===== src/hdl/sudi_pkg.sv =====
// Shared constants, codes and state type for the set union, difference and intersection block.
`timescale 1ns / 1ps

package sudi_pkg;

    // Elements per list; any value from 1 to 16.
    localparam int SET_SIZE   = 16;
    localparam int ELEM_W     = 32;
    localparam int TOTAL      = 2 * SET_SIZE;
    localparam int IDX_W      = (TOTAL > 1) ? $clog2(TOTAL) : 1;
    localparam int FLAG_IDX_W = (SET_SIZE > 1) ? $clog2(SET_SIZE) : 1;
    localparam int SET_ID_W   = 2;

    localparam logic [SET_ID_W-1:0] SET_UNION = 2'd0;
    localparam logic [SET_ID_W-1:0] SET_DIFF  = 2'd1;
    localparam logic [SET_ID_W-1:0] SET_INTER = 2'd2;

    typedef enum logic [2:0] {
        S_LOAD,
        S_FETCH,
        S_XLAT,
        S_SCAN,
        S_DECIDE,
        S_PICK,
        S_PICKW,
        S_FLUSH
    } t_state;

endpackage


===== src/hdl/set_union_difference_intersection.sv =====
// Top level: loads two lists and emits their union, difference and intersection.
`timescale 1ns / 1ps

// Usage
// The input channel (i_valid, i_value, o_stall) takes 2*SET_SIZE beats per run:
// the first SET_SIZE fill list A, the next SET_SIZE fill list B. A beat is taken
// whenever i_valid is high while loading.
// After the last beat of B, o_stall stays high while one shared 32-bit equality
// comparator walks the lists, one pair per cycle through a single memory read port.
// Each element of the concatenation A then B is fetched, latched and compared
// with every later element, then kept or dropped; this is followed by a pass over
// the SET_SIZE flags of A for each of the difference and the intersection.
// o_stall drops once the closing beat of the intersection is registered.
// The output channel (o_valid, o_set_id, o_element, o_empty_res, o_last_of_set,
// o_last, i_stall) sends the union, then A minus B, then A intersect B. An empty
// set goes out as one beat with o_empty_res set. o_last marks the final beat.
// When the receiver stalls, the output register holds its beat and the sequencer
// waits at the next beat it must send. Synchronous reset returns the block to
// loading list A with no output pending; list contents are not cleared.
module set_union_difference_intersection (
    input  logic                                   i_clk,
    input  logic                                   i_rst_n,
    input  logic                                   i_valid,
    input  logic signed [sudi_pkg::ELEM_W-1:0]     i_value,
    output logic                                   o_stall,
    output logic                                   o_valid,
    output logic        [sudi_pkg::SET_ID_W-1:0]   o_set_id,
    output logic signed [sudi_pkg::ELEM_W-1:0]     o_element,
    output logic                                   o_empty_res,
    output logic                                   o_last_of_set,
    output logic                                   o_last,
    input  logic                                   i_stall
);

    localparam int IW = sudi_pkg::IDX_W;
    localparam int FW = sudi_pkg::FLAG_IDX_W;
    localparam int EW = sudi_pkg::ELEM_W;
    localparam logic [IW-1:0] LAST_IDX   = IW'(sudi_pkg::TOTAL - 1);
    localparam logic [IW-1:0] LAST_A_IDX = IW'(sudi_pkg::SET_SIZE - 1);
    localparam logic [IW-1:0] B_START    = IW'(sudi_pkg::SET_SIZE);

    sudi_pkg::t_state r_state, n_state;

    logic [EW-1:0]      r_mem [sudi_pkg::TOTAL];
    logic [EW-1:0]      r_rd_data;
    logic [IW-1:0]      rd_addr;

    logic [IW-1:0]      r_load_cnt, n_load_cnt;
    logic [IW-1:0]      r_i, n_i;
    logic [IW-1:0]      r_j, n_j;
    logic [EW-1:0]      r_x, n_x;
    logic               r_hit_lo, n_hit_lo;
    logic               r_hit_hi, n_hit_hi;
    logic [EW-1:0]      r_hold, n_hold;
    logic               r_hold_v, n_hold_v;
    logic [sudi_pkg::SET_ID_W-1:0] r_set_id, n_set_id;
    logic [sudi_pkg::SET_SIZE-1:0] r_dup_a, n_dup_a;
    logic [sudi_pkg::SET_SIZE-1:0] r_in_b, n_in_b;

    logic               r_o_valid, n_o_valid;
    logic [sudi_pkg::SET_ID_W-1:0] r_o_set_id, n_o_set_id;
    logic [EW-1:0]      r_o_element, n_o_element;
    logic               r_o_empty, n_o_empty;
    logic               r_o_los, n_o_los;
    logic               r_o_last, n_o_last;

    logic               in_acc;
    logic               out_free;
    logic               hit;
    logic               keep;
    logic               sel;
    logic [FW-1:0]      flag_idx;
    logic               push_req;
    logic [EW-1:0]      push_elem;
    logic               push_empty;
    logic               push_los;

    assign in_acc   = i_valid && (r_state == sudi_pkg::S_LOAD);
    assign out_free = !r_o_valid || !i_stall;
    assign hit      = (r_rd_data == r_x);
    assign keep     = !(r_hit_lo || r_hit_hi);
    assign flag_idx = r_i[FW-1:0];
    // A last-seen element of A (no later copy in A) goes to the difference when B
    // lacks it and to the intersection when B holds it.
    assign sel      = !r_dup_a[flag_idx] &&
                      ((r_set_id == sudi_pkg::SET_DIFF) ? !r_in_b[flag_idx]
                                                        : r_in_b[flag_idx]);

    always_comb begin
        unique case (r_state)
            sudi_pkg::S_XLAT: rd_addr = r_i + IW'(1);
            sudi_pkg::S_SCAN: rd_addr = r_j + IW'(1);
            default:          rd_addr = r_i;
        endcase
    end

    always_ff @(posedge i_clk) begin
        if (in_acc) begin
            r_mem[r_load_cnt] <= i_value;
        end
        r_rd_data <= r_mem[rd_addr];
    end

    // Next state.
    always_comb begin
        n_state = r_state;
        unique case (r_state)
            sudi_pkg::S_LOAD: begin
                if (in_acc && r_load_cnt == LAST_IDX) begin
                    n_state = sudi_pkg::S_FETCH;
                end
            end
            sudi_pkg::S_FETCH: begin
                n_state = sudi_pkg::S_XLAT;
            end
            sudi_pkg::S_XLAT: begin
                n_state = (r_i == LAST_IDX) ? sudi_pkg::S_DECIDE : sudi_pkg::S_SCAN;
            end
            sudi_pkg::S_SCAN: begin
                if (r_j == LAST_IDX) begin
                    n_state = sudi_pkg::S_DECIDE;
                end
            end
            sudi_pkg::S_DECIDE: begin
                if (!keep || !r_hold_v || out_free) begin
                    n_state = (r_i == LAST_IDX) ? sudi_pkg::S_FLUSH : sudi_pkg::S_FETCH;
                end
            end
            sudi_pkg::S_PICK: begin
                if (sel) begin
                    n_state = sudi_pkg::S_PICKW;
                end else if (r_i == LAST_A_IDX) begin
                    n_state = sudi_pkg::S_FLUSH;
                end
            end
            sudi_pkg::S_PICKW: begin
                if (!r_hold_v || out_free) begin
                    n_state = (r_i == LAST_A_IDX) ? sudi_pkg::S_FLUSH : sudi_pkg::S_PICK;
                end
            end
            sudi_pkg::S_FLUSH: begin
                if (out_free) begin
                    n_state = (r_set_id == sudi_pkg::SET_INTER) ? sudi_pkg::S_LOAD
                                                                : sudi_pkg::S_PICK;
                end
            end
            default: n_state = sudi_pkg::S_LOAD;
        endcase
    end

    // Datapath and outputs.
    always_comb begin
        n_load_cnt  = r_load_cnt;
        n_i         = r_i;
        n_j         = r_j;
        n_x         = r_x;
        n_hit_lo    = r_hit_lo;
        n_hit_hi    = r_hit_hi;
        n_hold      = r_hold;
        n_hold_v    = r_hold_v;
        n_set_id    = r_set_id;
        n_dup_a     = r_dup_a;
        n_in_b      = r_in_b;
        push_req    = 1'b0;
        push_elem   = r_hold;
        push_empty  = 1'b0;
        push_los    = 1'b0;

        unique case (r_state)
            sudi_pkg::S_LOAD: begin
                if (in_acc) begin
                    if (r_load_cnt == LAST_IDX) begin
                        n_load_cnt = '0;
                        n_i        = '0;
                        n_set_id   = sudi_pkg::SET_UNION;
                        n_hold_v   = 1'b0;
                    end else begin
                        n_load_cnt = r_load_cnt + IW'(1);
                    end
                end
            end
            sudi_pkg::S_FETCH: begin
            end
            sudi_pkg::S_XLAT: begin
                n_x      = r_rd_data;
                n_j      = r_i + IW'(1);
                n_hit_lo = 1'b0;
                n_hit_hi = 1'b0;
            end
            sudi_pkg::S_SCAN: begin
                if (r_j < B_START) begin
                    n_hit_lo = r_hit_lo || hit;
                end else begin
                    n_hit_hi = r_hit_hi || hit;
                end
                n_j = r_j + IW'(1);
            end
            sudi_pkg::S_DECIDE: begin
                // A kept element first releases the one held back, which is not last.
                if (keep && r_hold_v) begin
                    push_req = 1'b1;
                end
                if (!keep || !r_hold_v || out_free) begin
                    if (keep) begin
                        n_hold   = r_x;
                        n_hold_v = 1'b1;
                    end
                    if (r_i < B_START) begin
                        n_dup_a[flag_idx] = r_hit_lo;
                        n_in_b[flag_idx]  = r_hit_hi;
                    end
                    if (r_i != LAST_IDX) begin
                        n_i = r_i + IW'(1);
                    end
                end
            end
            sudi_pkg::S_PICK: begin
                if (!sel && r_i != LAST_A_IDX) begin
                    n_i = r_i + IW'(1);
                end
            end
            sudi_pkg::S_PICKW: begin
                if (r_hold_v) begin
                    push_req = 1'b1;
                end
                if (!r_hold_v || out_free) begin
                    n_hold   = r_rd_data;
                    n_hold_v = 1'b1;
                    if (r_i != LAST_A_IDX) begin
                        n_i = r_i + IW'(1);
                    end
                end
            end
            sudi_pkg::S_FLUSH: begin
                push_req   = 1'b1;
                push_los   = 1'b1;
                push_empty = !r_hold_v;
                push_elem  = r_hold_v ? r_hold : '0;
                if (out_free) begin
                    n_hold_v = 1'b0;
                    n_i      = '0;
                    if (r_set_id == sudi_pkg::SET_UNION) begin
                        n_set_id = sudi_pkg::SET_DIFF;
                    end else if (r_set_id == sudi_pkg::SET_DIFF) begin
                        n_set_id = sudi_pkg::SET_INTER;
                    end
                end
            end
            default: begin
            end
        endcase
    end

    always_comb begin
        n_o_valid   = r_o_valid;
        n_o_set_id  = r_o_set_id;
        n_o_element = r_o_element;
        n_o_empty   = r_o_empty;
        n_o_los     = r_o_los;
        n_o_last    = r_o_last;
        if (push_req && out_free) begin
            n_o_valid   = 1'b1;
            n_o_set_id  = r_set_id;
            n_o_element = push_elem;
            n_o_empty   = push_empty;
            n_o_los     = push_los;
            n_o_last    = push_los && (r_set_id == sudi_pkg::SET_INTER);
        end else if (!i_stall) begin
            n_o_valid   = 1'b0;
        end
    end

    always_ff @(posedge i_clk) begin
        if (!i_rst_n) begin
            r_state    <= sudi_pkg::S_LOAD;
            r_load_cnt <= '0;
            r_hold_v   <= 1'b0;
            r_o_valid  <= 1'b0;
            r_set_id   <= sudi_pkg::SET_UNION;
            r_i        <= '0;
        end else begin
            r_state    <= n_state;
            r_load_cnt <= n_load_cnt;
            r_hold_v   <= n_hold_v;
            r_o_valid  <= n_o_valid;
            r_set_id   <= n_set_id;
            r_i        <= n_i;
        end
    end

    always_ff @(posedge i_clk) begin
        r_j         <= n_j;
        r_x         <= n_x;
        r_hit_lo    <= n_hit_lo;
        r_hit_hi    <= n_hit_hi;
        r_hold      <= n_hold;
        r_dup_a     <= n_dup_a;
        r_in_b      <= n_in_b;
        r_o_set_id  <= n_o_set_id;
        r_o_element <= n_o_element;
        r_o_empty   <= n_o_empty;
        r_o_los     <= n_o_los;
        r_o_last    <= n_o_last;
    end

    assign o_stall       = (r_state != sudi_pkg::S_LOAD);
    assign o_valid       = r_o_valid;
    assign o_set_id      = r_o_set_id;
    assign o_element     = r_o_element;
    assign o_empty_res   = r_o_empty;
    assign o_last_of_set = r_o_los;
    assign o_last        = r_o_last;

endmodule


===== config.mk =====
export PLATFORM = sky130hd
export DESIGN_NAME = set_union_difference_intersection
export DESIGN_NICKNAME = d
export VERILOG_FILES = /design/src/hdl/sudi_pkg.sv /design/src/hdl/set_union_difference_intersection.sv
export SDC_FILE = /design/constraint.sdc
export NUM_CORES = 2
export LEC_CHECK = 0
export BUFFER_PORTS_ARGS = -buffer_cell sky130_fd_sc_hd__buf_2
export CORE_MARGIN = 3
export CORE_UTILIZATION = 45
export DETAILED_ROUTE_END_ITERATION = 10
export MAX_ROUTING_LAYER = met4
export SLEW_MARGIN = 20
export SYNTH_ARGS = -nofsm -noshare
export SYNTH_HDL_FRONTEND = slang
export SYNTH_SLANG_ARGS = --single-unit

===== constraint.sdc =====
create_clock -name i_clk -period 12 [get_ports i_clk]
set_input_delay 0.6 -clock i_clk [delete_from_list [all_inputs] [get_ports i_clk]]
set_output_delay 0.6 -clock i_clk [all_outputs]
set_load 0.03 [all_outputs]

==> impl_metrics.yaml <==
detailed_routing:
  wirelength_um: 119000
  drt_iter0_markers: 3113
  drtAntennaViolNets: 0
  viasPerCell: 5.85
  num_vias: 26000
  drt-pass1-iter-count: 5
  drc: 0
  wl_per_cell_um: 26.7
synthesis:
  syn-num-nets: 2921
  synth_top_area_cell: "edfxtp_1"
  yosys_register_bits: 1213
  ys_async_sr_fraction_pct: 0
  synthMostInstantiatedCell: "edfxtp_1"
  syn_inst: 2872
  synth_top_cell_area_share_pct: 73.4
  synthFlopType: "edfxtp_1"
  synth_edf_count: 1164
  ys_types: 64
  syn_area_um2: 47600
  yosys_warnings: 0
  synthTopCellsByCount: "edfxtp_1, nand2_1, nand3_1, mux2i_1, mux4_2"
  synthTopCellsByArea: "edfxtp_1, mux4_2, mux2i_1, nand2_1, nand3_1"
  syn_area_per_cell_um2: 16.6
  ys_seq_area_share_pct: 75.4
timing:
  slew_headroom_pct: 23.7
  worst_pin_slew_ns: 1.14
  skew_ns: 0.0340
  rsz0062_at_grt: "no"
  post-route-min-period_ns: 4.62
  fmax_mhz: 217
  drv_slew: 0
  finalCritPeriodShare_pct: 38.5
  finalWorstSetupSlack_ns: 7.38
  setup_tns_ns: 0
  hold_viol_final: 0
  setup_viol: 0
clocking:
  cts_inserted_buffers: 120
  cts.sinks: 1213
  htree_levels: 3
  tritoncts: "built"
  worst_skew_pair.late_latency_ns: 0.72
  clock-root-buffer: "clkbuf_16"
  hold_buffers: 0
  postCtsSetupBuffers: 0
  cts_buffer_depth: 3
  cts_resized: 0
  clk_pin_slew_ns: 0.06
die:
  io_pins: 75
  die_w_um: 331
  die-area_um2: 110000
  die_height_um: 331
  start_util_pct: 45.7
  core_area_um2: 104000
  rows: 118
place:
  dp_cells: 4223
  place_area_um2: 49700
  port_buffers: 74
  gp_congestion: 0.820
  dpl_worst_slack_ns: 7.32
  place_hpwl_um: 63700
setup_path:
  crit_arrival_ns: 5.20
  r2r_end: "r_rd_data[3]"
  cp-end-kind: "register"
  cp_cell_sequence: "ha_1 -> and3_1 -> ha_1 -> nor2_1 -> a21oi_1 -> o21ai_1 -> nand3_1 -> buf_4 -> nor2_1 -> nor4_2"
  r2r_setup_slack_ns: 7.38
  start_kind: "register"
  path_delay_family: "simple AND/OR/NAND/NOR gates"
  reg2reg_depth: 10
  cp_slowest_cell: "nand3_1"
  critPathBufInv: 1
  cp_max_fo: 21
  crit_required_ns: 12.58
  critical-path-max-stage-delay_ns: 1.01
  path_class: "register to register"
  r2r_start: "r_i[1]"
power_and_ir_drop:
  irDropWorstVdd_mv: 0.120
  powerDensity_nw_per_um2: 168
  p_leak_uw: 0.0186
min_path:
  hp-start: "i_stall"
  holdPathStages: 4
  hp-class: "input pin to register"
  holdPathEnd: "o_valid"
global_routing:
  grt_max_degree: 161
  antenna_found_initial: 2
  gr-total-overflow: 0
  grt_pass1_wl_um: 175000
  grt_util_all_layers_pct: 22.0
  grt_pass1_vias: 25700
finish:
  syn_to_final_growth_pct: 13.1
  finish.instance_area_um2: 53900
  fin_nets: 3014
  drive_gt1_share_pct: 18.1
  fin_cells: 4453
flow_run:
  maxCapViolations: 0
outcome:
  status: "finished clean"
[layer usage]
metal  GRT usage, %  vias to the layer above  share of wire, %
met3           3.01                      216               7.1
met5              -                        -                 0
met1           30.7                    13500                43
li1               -                    11300                 -
met4           6.08                        0               2.8
met2           34.4                     1101                47
[cell families (layout without fill, tap and decap cells)]
logic type	count (synthesis)	count (layout)	share of synthesized area [%]
flip-flops	1213	1213	75.4
XOR/XNOR	35	35	0.659
adder cells (fa/ha/maj)	13	13	0.341
other	0	1	0
buffers and inverters	175	375	1.87
AO/OA/AOI/OAI	187	187	2.65
AND/OR/NAND/NOR	910	910	9.07
multiplexers	339	339	9.97
[tightest hold or removal path: stages]
cell	delay, ns
buf_2	0.08
nand2_1	0.08
o21ai_0	0.08
and2_1	0.12
[power breakdown]
group	switching, uW	internal (uW)	leakage (uW)
combinational	229	116	0.00569
sequential	78.3	4710	0.0109
clock	1600	2320	0.00205
[layout by cell type, fill, tap and decap left out, types with 5 or more instances in the layout]
cell and n:
dfxtp_1 49, nor3_1 8, nor2_1 63, nor2_4 26, mux2i_1 200, nand3_1 264
ha_1 13, nand2b_1 6, or3_1 6, a21oi_1 41, edfxtp_1 1164, bufinv_16 16
clkbuf_16 121, a31o_1 32, clkinv_1 15, clkinv_2 22, mux4_2 104, nor4_2 32
nand2_1 420, and2_1 37, nor3_2 5, inv_1 10, nor4_1 8, mux2_2 34
nand3b_1 5, o21ai_0 7, clkbuf_1 20, inv_6 8, o22ai_1 67, o21ai_1 5
buf_2 74, buf_4 58, xor2_1 34, clkbuf_8 20
[how the worst max path moves through the flow]
| stage | start | endpoint | slack (ns) | depth (start not counted) |
|---|---|---|---|---|
| after floorplan | r_state[0] | r_rd_data[10] | 7.42 | 9 |
| after global placement | r_i[0] | r_rd_data[20] | 7.43 | 9 |
| after detailed placement | r_i[0] | r_rd_data[21] | 7.32 | 9 |
| after CTS | r_i[0] | r_rd_data[21] | 7.31 | 9 |
| after global routing | r_i[0] | r_rd_data[21] | 7.02 | 9 |
| final | r_i[1] | r_rd_data[3] | 7.38 | 10 |
[sequential cells by signal, summed over array words and instances, names as in the netlist, 2 cells and up]
register and count:
o_element 32, o_set_id 2, r_dup_a 16, r_hold 32, r_i 5, r_in_b 16, r_j 5, r_load_cnt 5
r_mem 1024, r_rd_data 32, r_set_id 2, r_state 3, r_x 32
[per-stage QoR]
stage | hold WS, ns | util, % | power [uW]
after floorplan | 0.446 | - | 5030
after global placement | 0.502 | 47.7 | 5210
after detailed placement | 0.502 | 47.7 | 5220
after CTS | 0.247 | 51.7 | 9110
after global routing | 0.300 | 51.7 | 9320
final | 0.302 | 51.7 | 9060
[cell type report]
class / instances / area (um2)
fillers: 8516 / 50400
flip-flops and latches: 1213 / 35900
multi-input cells: 1484 / 11100
clock buffers: 161 / 3380
well taps: 1380 / 1730
repair buffers: 134 / 846
clock inverters: 68 / 796
inverters: 12 / 47.5
diodes: 1 / 2.50
No activity file was read; power rests on OpenSTA's default activity.
